`src/rtl/ccld_pkg.sv`:
```
// Shared types, constants and helpers for the character canvas line drawer.
package ccld_pkg;

   localparam int MAX_ROWS = 64;
   localparam int MAX_COLS = 64;
   localparam int DEPTH    = MAX_ROWS * MAX_COLS;
   localparam int ADDR_W   = $clog2(DEPTH);
   localparam int COORD_W  = 6;
   localparam int DIM_W    = 7;
   localparam int CNT_W    = COORD_W + 1;

   typedef enum logic [1:0] {
      REQ_DRAW  = 2'd0,
      REQ_ERASE = 2'd1,
      REQ_READ  = 2'd2,
      REQ_CLEAR = 2'd3
   } kind_type;

   typedef enum logic [1:0] {
      STAT_DONE   = 2'd0,
      STAT_REJECT = 2'd1,
      STAT_IGNORE = 2'd2
   } status_type;

   typedef enum logic [2:0] {
      SYM_BLANK     = 3'd0,
      SYM_HYPHEN    = 3'd1,
      SYM_BAR       = 3'd2,
      SYM_SLASH     = 3'd3,
      SYM_BACKSLASH = 3'd4,
      SYM_PLUS      = 3'd5
   } sym_type;

   typedef enum logic {
      CSR_ROWS = 1'b0,
      CSR_COLS = 1'b1
   } csr_index_type;

   typedef enum logic [1:0] {
      S_IDLE,
      S_CLEAR,
      S_READ,
      S_WALK
   } state_type;

   typedef struct packed {
      kind_type             req_type;
      logic [COORD_W-1:0]   first_row;
      logic [COORD_W-1:0]   first_col;
      logic [COORD_W-1:0]   end_row;
      logic [COORD_W-1:0]   end_col;
   } req_type;

   typedef struct packed {
      status_type status;
      sym_type    cell_code;
   } rsp_type;

   // Decoded command: outcome, symbol and walk setup.
   typedef struct packed {
      status_type          status;
      sym_type             sym;
      logic [ADDR_W-1:0]   addr;
      logic [ADDR_W-1:0]   step;
      logic [CNT_W-1:0]    count;
   } plan_type;

   function automatic logic [ADDR_W-1:0] cell_addr(logic [COORD_W-1:0] r,
                                                   logic [COORD_W-1:0] c);
      return ADDR_W'(ADDR_W'(r) * ADDR_W'(MAX_COLS) + ADDR_W'(c));
   endfunction

   function automatic sym_type stamp_sym(sym_type old, sym_type sym);
      return (old == SYM_BLANK || old == sym) ? sym : SYM_PLUS;
   endfunction

endpackage

```
`src/rtl/ccld_decode.sv`:
```
// Request decoder: bounds checks, line classification and walk setup.
module ccld_decode import ccld_pkg::*; (
   input  req_type               req,
   input  logic [DIM_W-1:0]      rows,
   input  logic [DIM_W-1:0]      cols,
   output plan_type              plan
);

   logic [DIM_W-1:0]        eff_rows;
   logic [DIM_W-1:0]        eff_cols;
   logic                    s_ok;
   logic                    e_ok;
   logic signed [DIM_W-1:0] dr;
   logic signed [DIM_W-1:0] dc;
   logic [DIM_W-1:0]        adr;
   logic [DIM_W-1:0]        adc;
   logic [ADDR_W-1:0]       row_step;
   logic [ADDR_W-1:0]       col_step;
   logic                    is_line;
   sym_type                 line_sym;

   always_comb begin
      // saturate the bounds into 1..max
      if (rows == '0) begin
         eff_rows = DIM_W'(1);
      end else if (rows > DIM_W'(MAX_ROWS)) begin
         eff_rows = DIM_W'(MAX_ROWS);
      end else begin
         eff_rows = rows;
      end
      if (cols == '0) begin
         eff_cols = DIM_W'(1);
      end else if (cols > DIM_W'(MAX_COLS)) begin
         eff_cols = DIM_W'(MAX_COLS);
      end else begin
         eff_cols = cols;
      end
   end

   assign s_ok = (DIM_W'(req.first_row) < eff_rows) && (DIM_W'(req.first_col) < eff_cols);
   assign e_ok = (DIM_W'(req.end_row) < eff_rows) && (DIM_W'(req.end_col) < eff_cols);

   assign dr  = $signed(DIM_W'(req.end_row)) - $signed(DIM_W'(req.first_row));
   assign dc  = $signed(DIM_W'(req.end_col)) - $signed(DIM_W'(req.first_col));
   assign adr = (dr < 0) ? DIM_W'(-dr) : DIM_W'(dr);
   assign adc = (dc < 0) ? DIM_W'(-dc) : DIM_W'(dc);

   always_comb begin
      is_line  = 1'b1;
      line_sym = SYM_HYPHEN;
      if (dr == 0) begin
         line_sym = SYM_HYPHEN;
      end else if (dc == 0) begin
         line_sym = SYM_BAR;
      end else if (dr == -dc) begin
         line_sym = SYM_BACKSLASH;
      end else if (dr == dc) begin
         line_sym = SYM_SLASH;
      end else begin
         is_line = 1'b0;
      end
   end

   // address steps wrap modulo the address width
   always_comb begin
      if (dr > 0) begin
         row_step = ADDR_W'(MAX_COLS);
      end else if (dr < 0) begin
         row_step = ADDR_W'(0) - ADDR_W'(MAX_COLS);
      end else begin
         row_step = '0;
      end
      if (dc > 0) begin
         col_step = ADDR_W'(1);
      end else if (dc < 0) begin
         col_step = '1;
      end else begin
         col_step = '0;
      end
   end

   always_comb begin
      plan.sym   = line_sym;
      plan.addr  = cell_addr(req.first_row, req.first_col);
      plan.step  = ADDR_W'(row_step + col_step);
      plan.count = (adr != '0) ? CNT_W'(adr + DIM_W'(1)) : CNT_W'(adc + DIM_W'(1));
      case (req.req_type)
         REQ_DRAW: begin
            if (!s_ok || !e_ok || (dr == 0 && dc == 0)) begin
               plan.status = STAT_REJECT;
            end else if (!is_line) begin
               plan.status = STAT_IGNORE;
            end else begin
               plan.status = STAT_DONE;
            end
         end
         REQ_ERASE, REQ_READ: begin
            plan.status = s_ok ? STAT_DONE : STAT_REJECT;
         end
         REQ_CLEAR: begin
            plan.status = STAT_DONE;
         end
         default: begin
            plan.status = STAT_DONE;
         end
      endcase
   end

endmodule

```
`config.mk`:
```
export PLATFORM = sky130hd
export DESIGN_NAME = ccld_decode
export DESIGN_NICKNAME = d
export VERILOG_FILES = /design/src/rtl/ccld_pkg.sv /design/src/rtl/ccld_decode.sv
export SDC_FILE = /design/constraint.sdc
export NUM_CORES = 1
export LEC_CHECK = 0
export BUFFER_PORTS_ARGS = -buffer_cell sky130_fd_sc_hd__buf_2
export CORE_ASPECT_RATIO = 1.5
export CORE_MARGIN = 4
export CORE_UTILIZATION = 50
export DETAILED_ROUTE_END_ITERATION = 7
export PLACE_DENSITY = 0.78
export SLEW_MARGIN = 40
export SYNTH_ARGS = -nofsm -noshare
export SYNTH_HDL_FRONTEND = slang
export SYNTH_SLANG_ARGS = --single-unit
```
`constraint.sdc`:
```
create_clock -name vclk -period 6.5
set_input_delay 0.325 -clock vclk [all_inputs]
set_output_delay 0.325 -clock vclk [all_outputs]
set_load 0.01 [all_outputs]
```
**After elaboration in Yosys (flattened, before gate mapping)**

Cells that the tools add are included.

- Input port bits: 40
- Output and inout bits: 36
- Register bits: 0
- Logic and storage cells: 60

- Order comparisons: 10
- Equal/unequal tests: 5
- Muxes and demuxes: 23
- Add/sub/neg operators: 8
- Reductions and logical operators: 14

Operators by type and width:

| kind | count |
|---|---|
| $logic_not A32 Y1 | 2 |
| $mux W7 | 7 |
| $mux W12 | 4 |
| $lt A6 B7 Y1 | 4 |
| $add A7 B1 Y7 const B | 2 |
| $eq A7 B7 Y1 | 2 |
| $gt A7 B1 Y1 const B | 2 |
| $gt A7 B7 Y1 const B | 2 |
| $logic_not A7 Y1 | 2 |
| $lt A7 B1 Y1 const B | 2 |
| $neg A7 Y7 | 2 |
| $sub A6 B6 Y7 | 2 |
| $add A12 B12 Y12 | 1 |
| $add A12 B6 Y12 | 1 |
| $mux W3 | 3 |
| $reduce_bool A7 Y1 | 1 |
| $mux W2 | 3 |
| $pmux W2 S3 | 1 |
| $mux W1 | 5 |
| $eq A2 B2 Y1 const B | 2 |
| $logic_and A1 B1 Y1 | 3 |
| $eq A2 B1 Y1 const B | 1 |
| $logic_not A1 Y1 | 2 |
| $logic_not A2 Y1 | 1 |
| 2 further kinds | 3 |

**Depth between registers and ports, before layout**

- Word-level depth: 10
- Mapped depth: 17
- Gate-level depth less buffers: 16

**Worst setup path before layout**

OpenSTA, ideal clock, no wires.

- Path type: input-to-output
- Start point: input port req[6] (netlist name)
- End point: output port plan[6] (netlist name)
- Required time: 6.175 ns
- Buffers on the path: 1
- Stages: 16
- Slack: 2.413 ns
- Arrival time: 3.762 ns
- Cells stage by stage: inv_1 ha_1 fa_1 ha_1 nand3_1 mux2i_2 mux2_2 a32o_1 buf_4 a31oi_2 inv_1 ha_1 and2_1 a41oi_1 a211oi_1 xnor2_1

RTL lines:

| what | line | RTL |
|---|---|---|
| from (decl) | ccld_decode.sv:3 | `input req_type req,` |
| to (decl) | ccld_decode.sv:6 | `output plan_type plan` |

==> flow_summary_export.csv <==
group,metric,value,unit
run_status,outcome,"completed",
final_layout,drive_gt1_share,24.3,%
worst_setup_path,critPathLaunchType,"input port",
worst_hold_path,hold_class,"input port to output pin",
die,fp.dieW,64.9,um
detailed_routing,ant_nets,0,
die,dieArea,6050,um^2
final_layout,layoutNonFillerInstCount,447,
worst_hold_path,worstHoldEndpoint,"plan[25]",
place,place_inst,447,
worst_setup_path,worstPathRequired,6.17,ns
job,maxCapViolCount,0,
sta,max_freq,211,MHz
yosys,synth_cell_types,66,
detailed_routing,wirelength,6.27,mm
clock_network,hold_buffers,0,
sta,tightest_slew,0.738,ns
final_layout,mostFrequentLayoutCells,"buf_2, ha_1, inv_1",
yosys,synthSimpleGateAreaFrac,23.6,%
die,core_area,4620,um^2
final_layout,clkbuf_count,0,
worst_hold_path,hold_start,"req[18]",
yosys,synthMuxAreaShare,3.10,%
die,io_pins,76,
pwr,peakVddDrop,64.1,uV
yosys,syn_nets,413,
global_routing,grt_max_degree,12,
detailed_routing,drc_errors,0,
place,place_congestion,0.943,
yosys,synth_fa_ha_area_share,22.9,%
global_routing,grtUsageTotal,20.7,%
final_layout,diodes,0,
die,initial_core_util,52.5,%
global_routing,grt-ovfl-total,0,
final_layout,final_common_cell,"buf_2",
final_layout,nFillCells,468,
detailed_routing,first_pass_iters,4,
yosys,yosysWarnings,0,
final_layout,nets,467,
yosys,syn_inst,331,
place,portBuffers,76,
clock_network,postCtsResizedCells,0,
worst_setup_path,crit_type,"input port to output pin",
worst_setup_path,crit_arrival,4.41,ns
yosys,syn-cell-area,2420,um^2
place,dp_hpwl,5.47,mm
sta,period_share,72.8,%
pwr,finalPower,0.000397,W
final_layout,seq_cell_count,0,
final_layout,ff_latch_area,0,um^2
sta,setup-violations-final,0,
final_layout,areaGrowthSynthToFinish,12.2,%
global_routing,grt_pass1_vias,2570,
detailed_routing,vias,2572,
sta,slew_viol_final,0,
yosys,synth-compound-area-share,28.4,%
sta,min_period,4.73,ns
global_routing,antenna_found_initial,0,
die,core.rowCount,30,
worst_hold_path,min_path_cells,2,
sta,tns,0,ns
worst_setup_path,end_kind,"output pin",
yosys,yosys.area_share.xor_xnor,10.1,%
yosys,synth_top_family_by_area,"compound AO/OA/AOI/OAI gates",
clock_network,postCtsSetupBuffers,0,
pwr,power.leakage,1.32,nW
die,die_h,93.3,um
global_routing,grt_pass1_wl,10.7,mm
yosys,syn_avg_cell_area,7.33,um^2
yosys,yosysSeqAreaShare,0,%
pwr,p_per_area,146,nW/um^2
sta,hold_ws,0.875,ns
sta,report.final.hold_viol_count,0,
detailed_routing,viasPerCell,5.75,
detailed_routing,drt-wirelength-per-cell,14.0,um
worst_setup_path,critPathMaxFanout,10,
sta,relSlewSlack,50.8,%
detailed_routing,drtIter0Drc,132,
sta,rsz0062_at_grt,"no",
synthesized netlist by cell type (3+ instances only):
cell type / instances / area share [%]
or3_1: 4 / 1.0
a211oi_1: 3 / 0.93
mux2i_1: 5 / 2.1
o41ai_1: 3 / 1.1
a21o_1: 4 / 1.2
a31oi_1: 6 / 1.5
o21a_1: 3 / 0.93
o211ai_1: 6 / 1.9
buf_4: 20 / 6.2
ha_1: 38 / 20
o31a_1: 4 / 1.4
inv_1: 30 / 4.6
o21ai_0: 8 / 1.7
nand3_1: 8 / 1.7
nand2_1: 23 / 3.6
nor2b_1: 3 / 0.77
xnor2_1: 18 / 6.5
and2_1: 3 / 0.77
nor2_1: 28 / 4.3
nor3_1: 11 / 2.3
a41oi_1: 3 / 1.1
fa_1: 4 / 3.3
xor2_1: 8 / 2.9
nand2b_1: 12 / 3.1
a21oi_1: 18 / 3.7
metal layers:
layer  wire length, um  global-route usage [%]  up-vias
met1              2330                    22.0     1207
met3               239                   0.962       12
met4               116                    5.82        0
met5                 0                       0        -
met2              3590                    42.3       63
li1                  -                       -     1290
cells by family after synthesis:
logic type,after synthesis
compound gates,88
xor+xnor,27
fa+ha+maj,42
buf+inv,56
mux,7
simple gates,111
area by class of cell:
| type | count | area, um^2 | share of cell area, % |
|---|---|---|---|
| Tap cell | 64 | 80.1 | 2.94 |
| Inverter | 31 | 116 | 4.28 |
| Multi-Input combinational cell | 275 | 2140 | 78.5 |
| Timing Repair Buffer | 77 | 388 | 14.3 |
stage by stage:
stage,setup WS [ns],instance area (um^2),util (%)
after floorplan,2.41,2420,-
after global placement,1.99,2720,58.9
after detailed placement,1.83,2720,58.9
after CTS,1.81,2720,58.9
after global routing,1.55,2720,58.9
final,1.77,2720,58.9
worst max path at each step:
stage	depth (start not counted)	to	startpoint
2_1_floorplan	16	plan[6]	req[6]
3_3_place_gp	17	plan[4]	req[6]
3_5_place_dp	17	plan[4]	req[6]
4_1_cts	17	plan[4]	req[6]
5_1_grt	17	plan[4]	req[6]
6_report	17	plan[6]	req[6]
worst max-delay path, cell delays in order:
cell,delay (ns)
buf_2,0.09
inv_1,0.04
ha_1,0.22
fa_1,0.70
ha_1,0.37
nand3_1,0.13
mux2i_2,0.32
mux2_2,0.38
a32o_1,0.37
a31oi_2,0.30
inv_1,0.08
ha_1,0.24
and2_1,0.17
a41oi_1,0.25
a211oi_1,0.10
xnor2_1,0.17
buf_2,0.15
power breakdown:
| part | internal, W | switching [W] |
|---|---|---|
| clock | 0 | 0 |
| combinational | 0.000164 | 0.000233 |
| sequential | 0 | 0 |
| total | 0.000164 | 0.000233 |
Power figures use the tool's default switching activity.
